$ cat src/rtl/mfbr_pkg.sv
// Package for the MSB-first bit reader: sizes, function and status codes,
// and the command record passed from the front end to the execution unit.
// No dependencies.
package mfbr_pkg;

    // Byte queue depth and the widths that follow from it.
    localparam int QUEUE_BYTES = 16;
    localparam int IDX_W       = $clog2(QUEUE_BYTES);
    localparam int CNT_W       = $clog2(QUEUE_BYTES + 1);
    localparam int HELD_W      = $clog2(QUEUE_BYTES * 8 + 1);
    localparam int CMP_W       = (HELD_W > 7) ? HELD_W : 7;

    // Largest read in bits.
    localparam int MAX_READ    = 64;

    // Function codes on the input selector.
    localparam logic [1:0] FN_PUSH  = 2'd0;
    localparam logic [1:0] FN_READ  = 2'd1;
    localparam logic [1:0] FN_ALIGN = 2'd2;
    localparam logic [1:0] FN_FLUSH = 2'd3;

    // Result status codes.
    localparam logic [1:0] ST_OK    = 2'd0;
    localparam logic [1:0] ST_UNDER = 2'd1;
    localparam logic [1:0] ST_FULL  = 2'd2;

    typedef enum logic [1:0] {
        OP_PUSH  = 2'd0,
        OP_READ  = 2'd1,
        OP_ALIGN = 2'd2,
        OP_FLUSH = 2'd3
    } t_op;

    // Decoded command held in the queue between front end and back end.
    typedef struct packed {
        t_op        op;
        logic [7:0] data_byte;
        logic [6:0] bit_count;
        logic       too_long;   // read longer than MAX_READ
        logic       zero_len;   // read of zero bits
    } t_cmd;

    typedef enum logic [1:0] {
        S_IDLE  = 2'd0,
        S_FETCH = 2'd1,
        S_TAKE  = 2'd2,
        S_DONE  = 2'd3
    } t_state;

endpackage

$ cat src/rtl/mfbr_ram.sv
// Generic single-port-write, single-port-read RAM with registered read data.
// No dependencies.
module mfbr_ram #(
    parameter int WIDTH = 8,
    parameter int DEPTH = 16
) (
    input  logic                     i_clk,
    input  logic                     i_we,
    input  logic [$clog2(DEPTH)-1:0] i_waddr,
    input  logic [WIDTH-1:0]         i_wdata,
    input  logic                     i_re,
    input  logic [$clog2(DEPTH)-1:0] i_raddr,
    output logic [WIDTH-1:0]         o_rdata
);

    logic [WIDTH-1:0] r_mem [DEPTH];
    logic [WIDTH-1:0] r_rdata;

    always_ff @(posedge i_clk) begin
        if (i_we) begin
            r_mem[i_waddr] <= i_wdata;
        end
        if (i_re) begin
            r_rdata <= r_mem[i_raddr];
        end
    end

    assign o_rdata = r_rdata;

endmodule

$ cat src/rtl/mfbr_front.sv
// Front end of the bit reader: accepts input transactions, decodes the
// function and read length, and holds decoded commands in a two-entry queue.
// Depends on mfbr_pkg.
module mfbr_front
    import mfbr_pkg::*;
(
    input  logic        i_clk,
    input  logic        i_rst_n,
    input  logic        i_s_tvalid,
    output logic        o_s_tready,
    input  logic [15:0] i_s_tdata,
    input  logic [1:0]  i_s_tuser,
    output logic        o_cmd_valid,
    input  logic        i_cmd_ready,
    output t_cmd        o_cmd
);

    t_cmd       r_entry [2];
    logic       r_wr_ptr;
    logic       r_rd_ptr;
    logic [1:0] r_fill;

    t_cmd       w_cmd;
    logic       w_push;
    logic       w_pop;

    // Decode the incoming transaction.
    always_comb begin
        w_cmd.data_byte = i_s_tdata[7:0];
        w_cmd.bit_count = i_s_tdata[14:8];
        w_cmd.too_long  = (i_s_tdata[14:8] > 7'(MAX_READ));
        w_cmd.zero_len  = (i_s_tdata[14:8] == 7'd0);
        unique case (i_s_tuser)
            FN_PUSH:  w_cmd.op = OP_PUSH;
            FN_READ:  w_cmd.op = OP_READ;
            FN_ALIGN: w_cmd.op = OP_ALIGN;
            default:  w_cmd.op = OP_FLUSH;
        endcase
    end

    assign o_s_tready  = (r_fill != 2'd2);
    assign o_cmd_valid = (r_fill != 2'd0);
    assign o_cmd       = r_entry[r_rd_ptr];
    assign w_push      = i_s_tvalid && o_s_tready;
    assign w_pop       = o_cmd_valid && i_cmd_ready;

    always_ff @(posedge i_clk) begin
        if (w_push) begin
            r_entry[r_wr_ptr] <= w_cmd;
        end
    end

    always_ff @(posedge i_clk) begin
        if (!i_rst_n) begin
            r_wr_ptr <= 1'b0;
            r_rd_ptr <= 1'b0;
            r_fill   <= 2'd0;
        end else begin
            if (w_push) begin
                r_wr_ptr <= ~r_wr_ptr;
            end
            if (w_pop) begin
                r_rd_ptr <= ~r_rd_ptr;
            end
            if (w_push && !w_pop) begin
                r_fill <= r_fill + 2'd1;
            end else if (w_pop && !w_push) begin
                r_fill <= r_fill - 2'd1;
            end
        end
    end

endmodule

$ cat src/rtl/mfbr_back.sv
// Back end of the bit reader: byte queue bookkeeping, bit extraction one
// byte per step, the consumed-bit counter and the output register.
// Depends on mfbr_pkg and mfbr_ram.
module mfbr_back
    import mfbr_pkg::*;
(
    input  logic         i_clk,
    input  logic         i_rst_n,
    input  logic         i_cmd_valid,
    output logic         o_cmd_ready,
    input  t_cmd         i_cmd,
    output logic         o_m_tvalid,
    input  logic         i_m_tready,
    output logic [103:0] o_m_tdata,
    output logic [1:0]   o_m_tuser
);

    t_state           r_state, n_state;
    logic [IDX_W-1:0] r_head, n_head;
    logic [CNT_W-1:0] r_count, n_count;
    logic [2:0]       r_offset, n_offset;
    logic [31:0]      r_consumed, n_consumed;
    logic [63:0]      r_acc, n_acc;
    logic [6:0]       r_remain, n_remain;
    logic [1:0]       r_status, n_status;

    logic             r_out_valid;
    logic [63:0]      r_out_value;
    logic [1:0]       r_out_status;
    logic [7:0]       r_out_held;
    logic [31:0]      r_out_cons;

    logic             w_ram_we;
    logic             w_ram_re;
    logic [IDX_W-1:0] w_tail;
    logic [7:0]       w_rdata;
    logic [HELD_W-1:0] w_held;
    logic [CNT_W:0]   w_tail_sum;
    logic [IDX_W-1:0] w_head_inc;
    logic             w_full;
    logic             w_out_free;

    // Extraction step signals.
    logic [3:0]       w_avail;
    logic [3:0]       w_take;
    logic [7:0]       w_shifted;
    logic [7:0]       w_bits;
    logic [3:0]       w_new_off;

    mfbr_ram #(
        .WIDTH (8),
        .DEPTH (QUEUE_BYTES)
    ) u_ram (
        .i_clk   (i_clk),
        .i_we    (w_ram_we),
        .i_waddr (w_tail),
        .i_wdata (i_cmd.data_byte),
        .i_re    (w_ram_re),
        .i_raddr (r_head),
        .o_rdata (w_rdata)
    );

    // The head offset is nonzero only while a byte is held, so the held
    // bit count is simply count * 8 - offset.
    assign w_held     = (HELD_W'(r_count) << 3) - HELD_W'(r_offset);
    assign w_tail_sum = (CNT_W + 1)'(r_head) + (CNT_W + 1)'(r_count);
    assign w_tail     = (w_tail_sum >= (CNT_W + 1)'(QUEUE_BYTES))
                        ? IDX_W'(w_tail_sum - (CNT_W + 1)'(QUEUE_BYTES))
                        : IDX_W'(w_tail_sum);
    assign w_head_inc = (r_head == IDX_W'(QUEUE_BYTES - 1)) ? '0 : r_head + 1'b1;
    assign w_full     = (r_count == CNT_W'(QUEUE_BYTES));
    assign w_out_free = !r_out_valid || i_m_tready;

    assign w_avail   = 4'd8 - {1'b0, r_offset};
    assign w_take    = (r_remain < 7'(w_avail)) ? r_remain[3:0] : w_avail;
    assign w_shifted = w_rdata << r_offset;
    assign w_bits    = w_shifted >> (4'd8 - w_take);
    assign w_new_off = {1'b0, r_offset} + w_take;

    // Next state.
    always_comb begin
        n_state = r_state;
        unique case (r_state)
            S_IDLE: begin
                if (i_cmd_valid) begin
                    if (i_cmd.op == OP_READ && !i_cmd.too_long && !i_cmd.zero_len
                        && (CMP_W'(i_cmd.bit_count) <= CMP_W'(w_held))) begin
                        n_state = S_FETCH;
                    end else begin
                        n_state = S_DONE;
                    end
                end
            end
            S_FETCH: n_state = S_TAKE;
            S_TAKE: begin
                if (r_remain == 7'(w_take)) begin
                    n_state = S_DONE;
                end else begin
                    n_state = S_FETCH;
                end
            end
            S_DONE: begin
                if (w_out_free) begin
                    n_state = S_IDLE;
                end
            end
            default: n_state = S_IDLE;
        endcase
    end

    // Control outputs.
    always_comb begin
        o_cmd_ready = (r_state == S_IDLE);
        w_ram_re    = (r_state == S_FETCH);
        w_ram_we    = (r_state == S_IDLE) && i_cmd_valid && (i_cmd.op == OP_PUSH) && !w_full;
    end

    // Datapath next values.
    always_comb begin
        n_head     = r_head;
        n_count    = r_count;
        n_offset   = r_offset;
        n_consumed = r_consumed;
        n_acc      = r_acc;
        n_remain   = r_remain;
        n_status   = r_status;
        unique case (r_state)
            S_IDLE: begin
                n_acc    = '0;
                n_status = ST_OK;
                n_remain = i_cmd.bit_count;
                if (i_cmd_valid) begin
                    unique case (i_cmd.op)
                        OP_PUSH: begin
                            if (w_full) begin
                                n_status = ST_FULL;
                            end else begin
                                n_count = r_count + 1'b1;
                            end
                        end
                        OP_READ: begin
                            if (i_cmd.too_long
                                || (CMP_W'(i_cmd.bit_count) > CMP_W'(w_held))) begin
                                n_status = ST_UNDER;
                            end
                        end
                        OP_ALIGN: begin
                            if (r_count != '0 && r_offset != 3'd0) begin
                                n_consumed = r_consumed + 32'(w_avail);
                                n_head     = w_head_inc;
                                n_count    = r_count - 1'b1;
                                n_offset   = 3'd0;
                            end
                        end
                        default: begin
                            n_head   = '0;
                            n_count  = '0;
                            n_offset = 3'd0;
                        end
                    endcase
                end
            end
            S_TAKE: begin
                n_acc      = (r_acc << w_take) | 64'(w_bits);
                n_remain   = r_remain - 7'(w_take);
                n_consumed = r_consumed + 32'(w_take);
                if (w_new_off == 4'd8) begin
                    n_head   = w_head_inc;
                    n_count  = r_count - 1'b1;
                    n_offset = 3'd0;
                end else begin
                    n_offset = w_new_off[2:0];
                end
            end
            default: begin
            end
        endcase
    end

    always_ff @(posedge i_clk) begin
        if (!i_rst_n) begin
            r_state    <= S_IDLE;
            r_head     <= '0;
            r_count    <= '0;
            r_offset   <= 3'd0;
            r_consumed <= '0;
        end else begin
            r_state    <= n_state;
            r_head     <= n_head;
            r_count    <= n_count;
            r_offset   <= n_offset;
            r_consumed <= n_consumed;
        end
    end

    always_ff @(posedge i_clk) begin
        r_acc    <= n_acc;
        r_remain <= n_remain;
        r_status <= n_status;
    end

    // Output register: loaded when a result is finished and the slot is free.
    always_ff @(posedge i_clk) begin
        if (!i_rst_n) begin
            r_out_valid <= 1'b0;
        end else if (r_state == S_DONE && w_out_free) begin
            r_out_valid <= 1'b1;
        end else if (i_m_tready) begin
            r_out_valid <= 1'b0;
        end
    end

    always_ff @(posedge i_clk) begin
        if (r_state == S_DONE && w_out_free) begin
            r_out_value  <= r_acc;
            r_out_status <= r_status;
            r_out_held   <= 8'(w_held);
            r_out_cons   <= r_consumed;
        end
    end

    assign o_m_tvalid = r_out_valid;
    assign o_m_tdata  = {r_out_cons, r_out_held, r_out_value};
    assign o_m_tuser  = r_out_status;

endmodule

$ cat src/rtl/msb_first_bit_reader.sv
// MSB-first bit reader over a byte stream. A transaction passes the front-end
// queue, the idle and done states of the execution state machine and the output
// register; a served read also steps through the fetch and take states once per
// queue byte it touches (up to 9 bytes), using the single RAM read port. The
// execution state machine takes a new item only in its idle state, once the last
// one is done. Reset (i_rst_n low, synchronous) empties the queue,
// clears the bit offset and the consumed-bit counter, and drops pending results.
// Depends on mfbr_pkg, mfbr_front, mfbr_back and mfbr_ram.
module msb_first_bit_reader
    import mfbr_pkg::*;
(
    input  logic         i_clk,
    input  logic         i_rst_n,
    // Input stream.
    input  logic         i_s_tvalid,
    output logic         o_s_tready,
    input  logic [15:0]  i_s_tdata,   // [7:0] data_byte, [14:8] bit_count, [15] zero
    input  logic [1:0]   i_s_tuser,   // [1:0] func
    // Result stream.
    output logic         o_m_tvalid,
    input  logic         i_m_tready,
    output logic [103:0] o_m_tdata,   // [63:0] value, [71:64] bits_held,
                                      // [103:72] bits_consumed
    output logic [1:0]   o_m_tuser    // [1:0] status
);

    // Decoded commands flow from the front end through its small queue into
    // the execution unit, so input acceptance continues while a read is
    // still stepping through bytes or a result is waiting at the output, until that queue is full.
    t_cmd w_cmd;
    logic w_cmd_valid;
    logic w_cmd_ready;

    mfbr_front u_front (
        .i_clk       (i_clk),
        .i_rst_n     (i_rst_n),
        .i_s_tvalid  (i_s_tvalid),
        .o_s_tready  (o_s_tready),
        .i_s_tdata   (i_s_tdata),
        .i_s_tuser   (i_s_tuser),
        .o_cmd_valid (w_cmd_valid),
        .i_cmd_ready (w_cmd_ready),
        .o_cmd       (w_cmd)
    );

    // The execution unit owns the byte queue, the head/count/offset state
    // and the consumed-bit counter. Each transaction yields exactly one result.
    mfbr_back u_back (
        .i_clk       (i_clk),
        .i_rst_n     (i_rst_n),
        .i_cmd_valid (w_cmd_valid),
        .o_cmd_ready (w_cmd_ready),
        .i_cmd       (w_cmd),
        .o_m_tvalid  (o_m_tvalid),
        .i_m_tready  (i_m_tready),
        .o_m_tdata   (o_m_tdata),
        .o_m_tuser   (o_m_tuser)
    );

endmodule

$ cat config.mk
export PLATFORM = sky130hd
export DESIGN_NAME = msb_first_bit_reader
export DESIGN_NICKNAME = d
export VERILOG_FILES = /design/src/rtl/mfbr_pkg.sv /design/src/rtl/mfbr_ram.sv /design/src/rtl/mfbr_front.sv /design/src/rtl/mfbr_back.sv /design/src/rtl/msb_first_bit_reader.sv
export SDC_FILE = /design/constraint.sdc
export NUM_CORES = 1
export LEC_CHECK = 0
export BUFFER_PORTS_ARGS = -buffer_cell sky130_fd_sc_hd__buf_2
export CAP_MARGIN = 20
export CORE_UTILIZATION = 26
export CTS_BUF_LIST = sky130_fd_sc_hd__clkbuf_16
export CTS_CLUSTER_DIAMETER = 120
export DETAILED_ROUTE_END_ITERATION = 8
export RECOVER_POWER = 50
export SETUP_SLACK_MARGIN = 0.02
export SYNTH_ARGS = -nofsm -noshare
export SYNTH_HDL_FRONTEND = slang
export SYNTH_SLANG_ARGS = --single-unit
$ cat constraint.sdc
create_clock -name i_clk -period 6.4 [get_ports i_clk]
set_input_delay 0.32 -clock i_clk [delete_from_list [all_inputs] [get_ports i_clk]]
set_output_delay 0.32 -clock i_clk [all_outputs]
set_load 0.1 [all_outputs]
== Word level (Yosys, flattened, before mapping) ==
Memory sizes are Yosys's and may differ from the RTL's. A register that Yosys moved wholly into a read port is not among the register bits.
Cells that the tools add are included.
Widths: inputs -> output; s select.

* Shifts and indexed selects: 3
* Equal/unequal tests: 21
* Add/sub/neg operators: 14
* Mux-type cells: 44
* Bitwise gates (word level): 3
* Reductions and logical operators: 35
* Order comparisons: 5

{| class="wikitable"
|+ Operators by type and width
! kind !! number
|-
| $pmux 64 s2 || 1
|-
| $mux 32 || 3
|-
| $add 32x4->32 || 2
|-
| $or 64x8->64 || 1
|-
| $pmux 32 s2 || 1
|-
| $shl 64x4->64 || 1
|-
| $mux 4 || 6
|-
| $mux 5 || 4
|-
| $pmux 4 s2 || 2
|-
| $pmux 5 s3 || 1
|-
| $mux 2 || 7
|-
| $pmux 7 s2 || 1
|-
| $pmux 3 s2 || 2
|-
| $logic_and 1x1->1 || 11
|-
| $ne 2x2->1 const B || 5
|-
| $pmux 5 s2 || 1
|-
| $mux 1 || 9
|-
| $mux 3 || 3
|-
| $eq 2x2->1 const B || 4
|-
| $eq 4x4->1 const B || 2
|-
| $gt 7x8->1 || 1
|-
| $le 7x8->1 || 1
|-
| $pmux 2 s4 || 1
|-
| $reduce_and 4->1 || 2
|-
| other kinds (36) || 53
|}

* Memories: 2
* Output and inout bits: 108
* Bits in registers: 230
* Logic and storage cells: 143
* RAM bits: 166

{| class="wikitable"
|+ Memories
! memory !! depth !! bits a word !! rd ports !! clocked after memory_dff !! wr ports !! RTL line !! source
|-
| u_back.u_ram.r_mem || 16 || 8 || 1 || 1 || 1 || mfbr_ram.sv:16 || <nowiki>logic [WIDTH-1:0] r_mem [DEPTH];</nowiki>
|-
| u_front.r_entry || 2 || 19 || 1 || 1 || 1 || mfbr_front.sv:18 || <nowiki>t_cmd r_entry [2];</nowiki>
|}

== Depth between registers and ports, before layout ==
Gate-level depths: netlist of run 1.

* Depth after elaboration: 7
* Gate-level depth with buffers: 23

== Hierarchy ==
Synthesis of run 1 repeated with hierarchy kept, for this count alone.

* Cells, all modules: 1,392
* Area, all modules: 19,407.4 um^2

{| class="wikitable"
|+ By module, submodules not included
! module !! times used !! cells each !! seq. area each (um^2) !! area an instance (um^2)
|-
| mfbr_back || 1 || 1,073 || 6,316.1 || 12,538.3
|-
| mfbr_ram || 1 || 229 || 4,083.9 || 5,227.5
|-
| mfbr_front || 1 || 90 || 1,241.2 || 1,641.6
|}

== Worst setup path before layout of run 1 ==
Ideal clock, no wire load.

* Kind: register to register
* Start point: register u_back.r_out_valid, in the netlist u_back.o_m_tvalid
* End point: register u_back.r_out_status[0], in the netlist u_back.o_m_tuser[0] (enable)
* Setup time: 0.572 ns
* Path buffers: 0
* Data arrival time: 5.358 ns
* Setup slack: 0.470 ns
* Stages on the path, launching flop included: 3
* Cell sequence: dfxtp_1 nor2b_1 nor2_1

* Cells in the longest elaborated chain, start to end: 3

{| class="wikitable"
|+ Ends and longest elaborated chain
! what !! RTL line !! source
|-
| start: declaration || mfbr_back.sv:27 || <nowiki>logic r_out_valid;</nowiki>
|-
| start signal: assignment || mfbr_back.sv:205 || <nowiki>r_out_valid <= 1'b0;</nowiki>
|-
| start signal: assignment || mfbr_back.sv:207 || <nowiki>r_out_valid <= 1'b1;</nowiki>
|-
| start signal: assignment || mfbr_back.sv:209 || <nowiki>r_out_valid <= 1'b0;</nowiki>
|-
| $logic_not 1->1 || mfbr_back.sv:72 || <nowiki>assign w_out_free = !r_out_valid || i_m_tready;</nowiki>
|-
| $logic_or 1x1->1 || mfbr_back.sv:72 ||
|-
| $logic_and 1x1->1 || mfbr_back.sv:214 || <nowiki>if (r_state == S_DONE && w_out_free) begin</nowiki>
|-
| end signal: assignment || mfbr_back.sv:216 || <nowiki>r_out_status <= r_status;</nowiki>
|-
| end: declaration || mfbr_back.sv:29 || <nowiki>logic [1:0] r_out_status;</nowiki>
|}

Every way passes these cells.
A chain may end at the register's enable or synchronous reset.

== Worst setup path in the final report of run 1 ==
* Start point: register u_back.r_offset[0]
* End point: register u_back.r_consumed[30]

* Cells in the longest elaborated chain, start to end: 6
* Elaborated cells on any way between the ends: 13
* Classes of those cells: 3 x add/sub; 1 x order compare; 1 x eq/ne; 5 x mux; 3 x reduce/logical

{| class="wikitable"
|+ Ends and longest elaborated chain
! what !! RTL line !! source
|-
| start: declaration || mfbr_back.sv:21 || <nowiki>logic [2:0] r_offset, n_offset;</nowiki>
|-
| start signal: assignment || mfbr_back.sv:191 || <nowiki>r_offset <= n_offset;</nowiki>
|-
| $sub 4x3->4 * || mfbr_back.sv:74 || <nowiki>assign w_avail = 4'd8 - {1'b0, r_offset};</nowiki>
|-
| via u_back.w_avail[2] || mfbr_back.sv:44 || <nowiki>logic [3:0] w_avail;</nowiki>
|-
| branches (longest 4 deep; another with $add 32x4->32) || n/a ||
|-
| $pmux 32 s2 * || mfbr_back.sv:127 || <nowiki>unique case (r_state)</nowiki>
|-
| end signal: assignment || mfbr_back.sv:192 || <nowiki>r_consumed <= n_consumed;</nowiki>
|-
| end: declaration || mfbr_back.sv:22 || <nowiki>logic [31:0] r_consumed, n_consumed;</nowiki>
|}

Mark *: on every way through the listed nets, which the timed path passes. The select of a mux whose other input is x is not followed.

==> impl_metrics.env, run 1 <==
export IMPL_run_status="complete, no violations"
export IMPL_cp_end_kind="flop"
export IMPL_slew_viol_final=0
export IMPL_clock_latency_ps=610
export IMPL_p_comb_frac=0.392
export IMPL_ctsResizeCount=0
export IMPL_final_layout_size_suffix_gt1_frac=0.1515
export IMPL_hold_viol=0
export IMPL_nets=1506
export IMPL_p_switching_mw=4.146
export IMPL_core_area_mm2=0.07173
export IMPL_die_y_um=271.9
export IMPL_fin_setup_tns_ps=0
export IMPL_netSwitchingFraction=0.3899
export IMPL_path_max_fanout=23
export IMPL_final_util=0.3100
export IMPL_crit_chain="inv_1 -> ha_1 -> ha_1 -> nor2b_1 -> o21ai_0 -> nand3_1 -> nand3_2 -> inv_2 -> o21ai_0 -> ha_1 -> fa_1 -> a21o_1 -> a21o_1 -> nor2b_1 -> nand4_1 -> nor2_1 -> xnor2_1 -> nor2_1"
export IMPL_syn_avg_cell_area_um2=14.47
export IMPL_finalSetupViolCount=0
export IMPL_die_area_mm2=0.07390
export IMPL_slew_headroom=0.05176
export IMPL_yosysMostFrequentCell="edfxtp_1"
export IMPL_synth_main_ff_cell="edfxtp_1"
export IMPL_fin_cells=2436
export IMPL_fmax_mhz=187.2
export IMPL_port_buffers=128
export IMPL_cts_buffers=44
export IMPL_synth_top_cell_area_share=0.5599
export IMPL_pwr_share_seq=0.357
export IMPL_placed_area_mm2=0.02063
export IMPL_critPathRequiredTime_ps=6850
export IMPL_synth_common_cells="353 x edfxtp_1, 168 x mux2i_1, 91 x nor2_1"
export IMPL_path_delay_family="adder cells"
export IMPL_ctsRootBufferMaster="clkbuf_16"
export IMPL_p_per_area_mw_per_mm2=478.1
export IMPL_skew_ps=58.10
export IMPL_grt_pass1_wl_um=68120
export IMPL_synth_top_area_cell="edfxtp_1"
export IMPL_cts_tree="done"
export IMPL_leakage_nw=7.606
export IMPL_initial_core_util=0.2639
export IMPL_drtAntennaViolNets=0
export IMPL_gp_congestion=0.8548
export IMPL_critPathKind="flop to flop"
export IMPL_dr_first_iter_drc_count=767
export IMPL_ios=130
export IMPL_netlist_area_mm2=0.01893
export IMPL_cts_sinks=405
export IMPL_cp_slowest_cell="dfxtp_1"
export IMPL_syn_instance_count=1308
export IMPL_grt_max_degree=85
export IMPL_ir_drop_uv=250.8
export IMPL_startpoint_type="flop"
export IMPL_critPathBufInv=2
export IMPL_antenna_found_initial=4
export IMPL_p_int_mw=6.488
export IMPL_layout_min_cycle_time_ps=5343
export IMPL_yosysUniqueCellTypes=73
export IMPL_max_stage_delay_ps=910
export IMPL_synth_area_leaders="edfxtp_1 56%, mux2i_1 8.9%, dfxtp_1 5.5%, mux4_2 5.1%, mux2_2 3.3%"
export IMPL_syn_nets=1362
export IMPL_fin_area_mm2=0.02224
export IMPL_first_pass_iters=5
export IMPL_vias_per_cell=4.690
export IMPL_fill_cells=7152
export IMPL_synth_warning_count=0
export IMPL_dr_total_vias=11430
export IMPL_ys_seq_area_frac=0.6149
export IMPL_drc=0
export IMPL_cp_arrival_ps=5790
export IMPL_fin_crit_sh=0.8348
export IMPL_clkTransAtPathRegs_ps=60
export IMPL_pwr_share_clk=0.252
export IMPL_worst_slew_pin_slew_ps=1422
export IMPL_hpwl_um=30590
export IMPL_die_w_um=271.9
export IMPL_finalWirelength_um=43940
export IMPL_place_inst=2336
export IMPL_grt_ovfl_total=0
export IMPL_rows=98
export IMPL_h_tree_depth=2
export IMPL_ys_ff_latch=405
export IMPL_rsz0062_at_grt="no"
export IMPL_synthArstFlopShare=0
export IMPL_area_growth_pct=17.47
export IMPL_grt_usage=0.1174
export IMPL_cap_violations=0
export IMPL_clock_path_buffers=3
export IMPL_wl_per_cell_um=18.04
export IMPL_cpMostUsedCell="ha_1"
export IMPL_synth_edf_count=353
export IMPL_grt_pass1_vias=11540
export IMPL_min_path_type="input port to flop"
## what timing repair did
| item | in CTS | in global routing |
|---|---|---|
| endpoints found under the hold margin | 35 | 0 |
| buffers inserted | 0 | 0 |
| endpoints found under the setup margin | 0 | 0 |
| hold buffers | 18 | 0 |
## routing by layer
| metal | GRT usage | share of wire | vias to the layer above |
|---|---|---|---|
| li1 | - | - | 5395 |
| met1 | 0.1584 | 0.46 | 5692 |
| met2 | 0.1923 | 0.47 | 276 |
| met3 | 0.02442 | 0.053 | 58 |
| met4 | 0.02794 | 0.017 | 4 |
| met5 | 0 | 0.00052 | - |
## power groups by stage
stage | registers (mW) | logic [mW] | clock network [mW]
5_1_grt | 3.84 | 4.51 | 2.84
2_1_floorplan | 4.27 | 2.74 | 0
3_3_place_gp | 3.84 | 4.11 | 0
6_report | 3.79 | 4.16 | 2.68
4_1_cts | 3.79 | 4.19 | 2.75
3_5_place_dp | 3.85 | 4.16 | 0
## flip-flops by register name, indices dropped and copies added, names as in the netlist, 7 cells and up, named ones only
name                  cells
u_back.u_ram.r_mem      128
u_back.r_acc             64
u_back.r_out_value       64
u_front.r_entry          38
u_back.r_consumed        32
u_back.r_out_cons        32
u_back.r_out_held         8
u_back.u_ram.o_rdata      8
u_back.r_remain           7
## cell families (layout without fill, tap and decap cells)
| family | count (synthesis) | in the layout | share of synthesized area |
|---|---|---|---|
| and+or+nand+nor | 254 | 254 | 0.06648 |
| AOI/OAI and AO/OA | 195 | 195 | 0.07454 |
| DFF | 405 | 405 | 0.6149 |
| adders and majority gates | 35 | 35 | 0.02432 |
| xor gates and xnor gates | 51 | 51 | 0.02359 |
| buffers and inverters | 102 | 279 | 0.02353 |
| muxes | 266 | 266 | 0.1727 |
| other | 0 | 1 | 0 |
## worst paths after layout
check,slack (ps),to,cells past startpoint,start
hold reg to reg,450,u_back.r_out_cons[27],0,u_back.r_consumed[27]
setup / recovery,1060,u_back.r_consumed[30],18,u_back.r_offset[0]
setup reg to reg,1060,u_back.r_consumed[30],18,u_back.r_offset[0]
hold / removal,70,u_back.r_count[2],2,i_rst_n
## cell usage in the layout (no fill, tap or decap), types with 16 or more instances in the layout
master,instances
xor2_1,21
nand3_1,29
o21ai_0,22
buf_4,16
mux2_2,47
a22o_1,30
nor2_1,88
a21oi_1,38
mux2i_1,168
inv_1,33
dfxtp_1,51
xnor2_1,30
dlygate4sd3_1,18
clkbuf_16,44
nand2_1,42
mux4_2,43
ha_1,28
buf_2,22
edfxtp_1,353
nor3_1,19
clkbuf_1,108
## per-stage QoR
step	power (mW)	setup slack [ps]	hold slack, ps
2_1_floorplan	7.010	470.3	400.3
3_3_place_gp	7.947	1181	440.8
3_5_place_dp	8.010	1096	430.6
4_1_cts	10.73	1070	31.74
5_1_grt	11.19	686.9	50.85
6_report	10.63	1057	71.46
## layout make-up
class / instances / area [um2] / share of cell area
antenna: 1 / 2.502 / 0.0001125
clock buffer: 44 / 1101 / 0.04951
clock inverter: 35 / 457.9 / 0.02059
inverter: 34 / 130.1 / 0.005851
multi-input combinational: 801 / 6877 / 0.3092
sequential: 405 / 11640 / 0.5235
tap: 950 / 1189 / 0.05345
timing repair buffer: 166 / 840.8 / 0.03781
No activity file was read; power rests on OpenSTA's default activity.
==> run 2: changes to the inputs <==
Clock period 6.4 ns to 4.52 ns, I/O delays scaled along.
==> run 2 against run 1 <==
  * The flow now finishes with violations (max-capacitance violations, max-slew violations)
  * Via count grew 0.42%
  * Flip-flop and latch count is the same
  * Power grew 41%
  * Global-route usage shrank 0.24 points
  * Clock skew shrank 17 ps
  * Hold slack lost 0.99 ps
  * Critical path type unchanged
  * Largest power group unchanged
==> impl_metrics.env, run 2 (synthesis gave the netlist of run 1 again) <==
export IMPL_run_status="finished, violations left"
export IMPL_violations="max-capacitance violations, max-slew violations"
export IMPL_layout_cells_most_common="edfxtp_1"
export IMPL_cp_slowest_cell="or3b_2"
export IMPL_grt_max_degree=85
export IMPL_worst_slew_pin_slew_ps=1989
export IMPL_dr_total_vias=11470
export IMPL_antenna_found_initial=3
export IMPL_postCtsSetupBuffers=0
export IMPL_cp_arrival_ps=4680
export IMPL_drc=0
export IMPL_ff2ff_setup_slack_ps=340
export IMPL_ctsRootBufferMaster="clkbuf_16"
export IMPL_grt_pass1_vias=11390
export IMPL_core_area_mm2=0.07173
export IMPL_hpwl_um=30860
export IMPL_min_path_type="input port to flop"
export IMPL_hold_viol=0
export IMPL_ios=130
export IMPL_die_y_um=271.9
export IMPL_critPathKind="flop to flop"
export IMPL_p_switching_mw=5.879
export IMPL_slew_viol_final=74
export IMPL_skew_ps=41.24
export IMPL_hp_start="i_s_tvalid"
export IMPL_leakage_nw=7.640
export IMPL_whs_path_depth=4
export IMPL_cts_tree="done"
export IMPL_p_comb_frac=0.396
export IMPL_rsz0062_at_grt="no"
export IMPL_fin_setup_tns_ps=0
export IMPL_cpMostUsedCell="inv_1"
export IMPL_initial_core_util=0.2639
export IMPL_finalSetupViolCount=0
export IMPL_regToRegEndpoint="u_back.r_count[4]"
export IMPL_hold_end="u_front.r_wr_ptr"
export IMPL_path_max_fanout=8
export IMPL_r2r_start="u_back.r_offset[1]"
export IMPL_final_cell_mix="353 x edfxtp_1, 168 x mux2i_1, 123 x clkbuf_1, 87 x nor2_1, 51 x dfxtp_1"
export IMPL_area_growth_pct=17.79
export IMPL_p_per_area_mw_per_mm2=672.4
export IMPL_grt_ovfl_total=0
export IMPL_critPathRequiredTime_ps=5020
export IMPL_ir_drop_uv=389.4
export IMPL_reg_top3="u_back.u_ram.r_mem x128, u_back.r_acc x64, u_back.r_out_value x64"
export IMPL_reg2reg_depth=17
export IMPL_drtAntennaViolNets=0
export IMPL_slew_headroom=-0.3259
export IMPL_pwr_share_clk=0.245
export IMPL_port_buffers=128
export IMPL_die_w_um=271.9
export IMPL_nets=1519
export IMPL_fin_crit_sh=0.9245
export IMPL_rows=98
export IMPL_gp_congestion=0.8572
export IMPL_cts_buffers=44
export IMPL_finalWirelength_um=43590
export IMPL_crit_chain="buf_4 -> nor3_2 -> inv_1 -> ha_1 -> or4_4 -> nor2_2 -> o22ai_1 -> nand3_2 -> ha_1 -> inv_1 -> fa_1 -> xnor2_1 -> or3b_2 -> a211o_1 -> inv_1 -> nand2_1 -> o32ai_1"
export IMPL_layout_min_cycle_time_ps=4179
export IMPL_cts_sinks=405
export IMPL_wl_per_cell_um=17.77
export IMPL_netSwitchingFraction=0.3921
export IMPL_first_pass_iters=5
export IMPL_h_tree_depth=2
export IMPL_fin_area_mm2=0.02230
export IMPL_final_layout_size_suffix_gt1_frac=0.1499
export IMPL_clkTransAtPathRegs_ps=60
export IMPL_vias_per_cell=4.677
export IMPL_grt_pass1_wl_um=66730
export IMPL_pwr_share_seq=0.360
export IMPL_p_int_mw=9.116
export IMPL_largest_reg_flops=128
export IMPL_placed_area_mm2=0.02074
export IMPL_regMostFlops="u_back.u_ram.r_mem"
export IMPL_max_stage_delay_ps=500
export IMPL_grt_usage=0.1151
export IMPL_startpoint_type="flop"
export IMPL_cap_violations=1
export IMPL_die_area_mm2=0.07390
export IMPL_dr_first_iter_drc_count=635
export IMPL_cp_end_kind="flop"
export IMPL_fmax_mhz=239.3
export IMPL_clock_path_buffers=3
export IMPL_clock_latency_ps=600
-- run 2: cell types whose count changed in the layout (fill, tap and decap cells not counted), sizes merged, moves of 2 or more --
cell / change
clkbuf: +15
clkinv: +5
buf: -3
bufinv: -2
clkinvlp: -2
inv: +2
-- run 2: power groups by stage --
stage	Clock [mW]	Sequential [mW]	Combinational (mW)
2_1_floorplan	0	6.04	3.89
5_1_grt	3.92	5.46	6.41
3_5_place_dp	0	5.46	5.94
3_3_place_gp	0	5.45	5.87
6_report	3.67	5.39	5.93
4_1_cts	3.78	5.38	5.98
-- run 2: worst max path at each step --
stage                            end                from  depth (start not counted)  slack [ps]
2_1_floorplan  u_back.r_consumed[28]  u_back.r_offset[0]                         23          30
3_3_place_gp   u_back.r_consumed[26]  u_back.r_offset[1]                         18         300
3_5_place_dp   u_back.r_consumed[31]  u_back.r_offset[0]                         16         200
4_1_cts        u_back.r_consumed[31]  u_back.r_offset[0]                         16         180
5_1_grt        u_back.r_consumed[28]  u_back.r_offset[0]                         16          40
6_report           u_back.r_count[4]  u_back.r_offset[1]                         17         340
-- run 2: area by class of cell --
class | count | area [um2]
clock inverter | 38 | 425.4
tap | 950 | 1189
timing repair buffer | 179 | 914.6
fill | 7137 | 49430
sequential | 405 | 11640
inverter | 34 | 130.1
antenna | 2 | 5.005
multi-input combinational | 801 | 6894
clock buffer | 44 | 1101
-- run 2: metal layers --
metal / global-route usage / share of wire / vias to the layer above
met1: 0.1521 / 0.46 / 5663
met3: 0.03015 / 0.059 / 79
met2: 0.1833 / 0.46 / 311
met5: 0 / 0.00028 / -
li1: - / - / 5418
met4: 0.03652 / 0.025 / 2
-- run 2: what timing repair did --
item | 4_1_cts | 5_1_grt
endpoints found under the hold margin | 44 | 0
setup endpoints to repair | 0 | 9
hold buffers | 19 | 0
resized for setup | 0 | 2
-- run 2: stage by stage --
| step | setup slack, ps | hold slack, ps | std cells | power [mW] | utilization |
|---|---|---|---|---|---|
| CTS | 176.1 | 21.67 | 2451 | 15.15 | 0.3130 |
| detailed placement | 202.4 | 417.5 | 2350 | 11.40 | 0.2891 |
| global route | 38.16 | 45.74 | 2453 | 15.79 | 0.3109 |
| floorplan | 34.19 | 324.9 | 1308 | 9.930 | - |
| finish | 341.4 | 70.47 | 2453 | 14.99 | 0.3109 |
| global placement | 302.3 | 415.2 | 2349 | 11.31 | 0.2890 |
-- run 2: worst max-delay path, delay by kind of cell (launching register included) --
family                   cells  cell delay, ps
AO/OA/AOI/OAI                3             800
XOR/XNOR                     1             150
adder cells (fa/ha/maj)      3             770
buffers and inverters        4             450
flip-flops                   1             310
AND/OR/NAND/NOR              6            1620
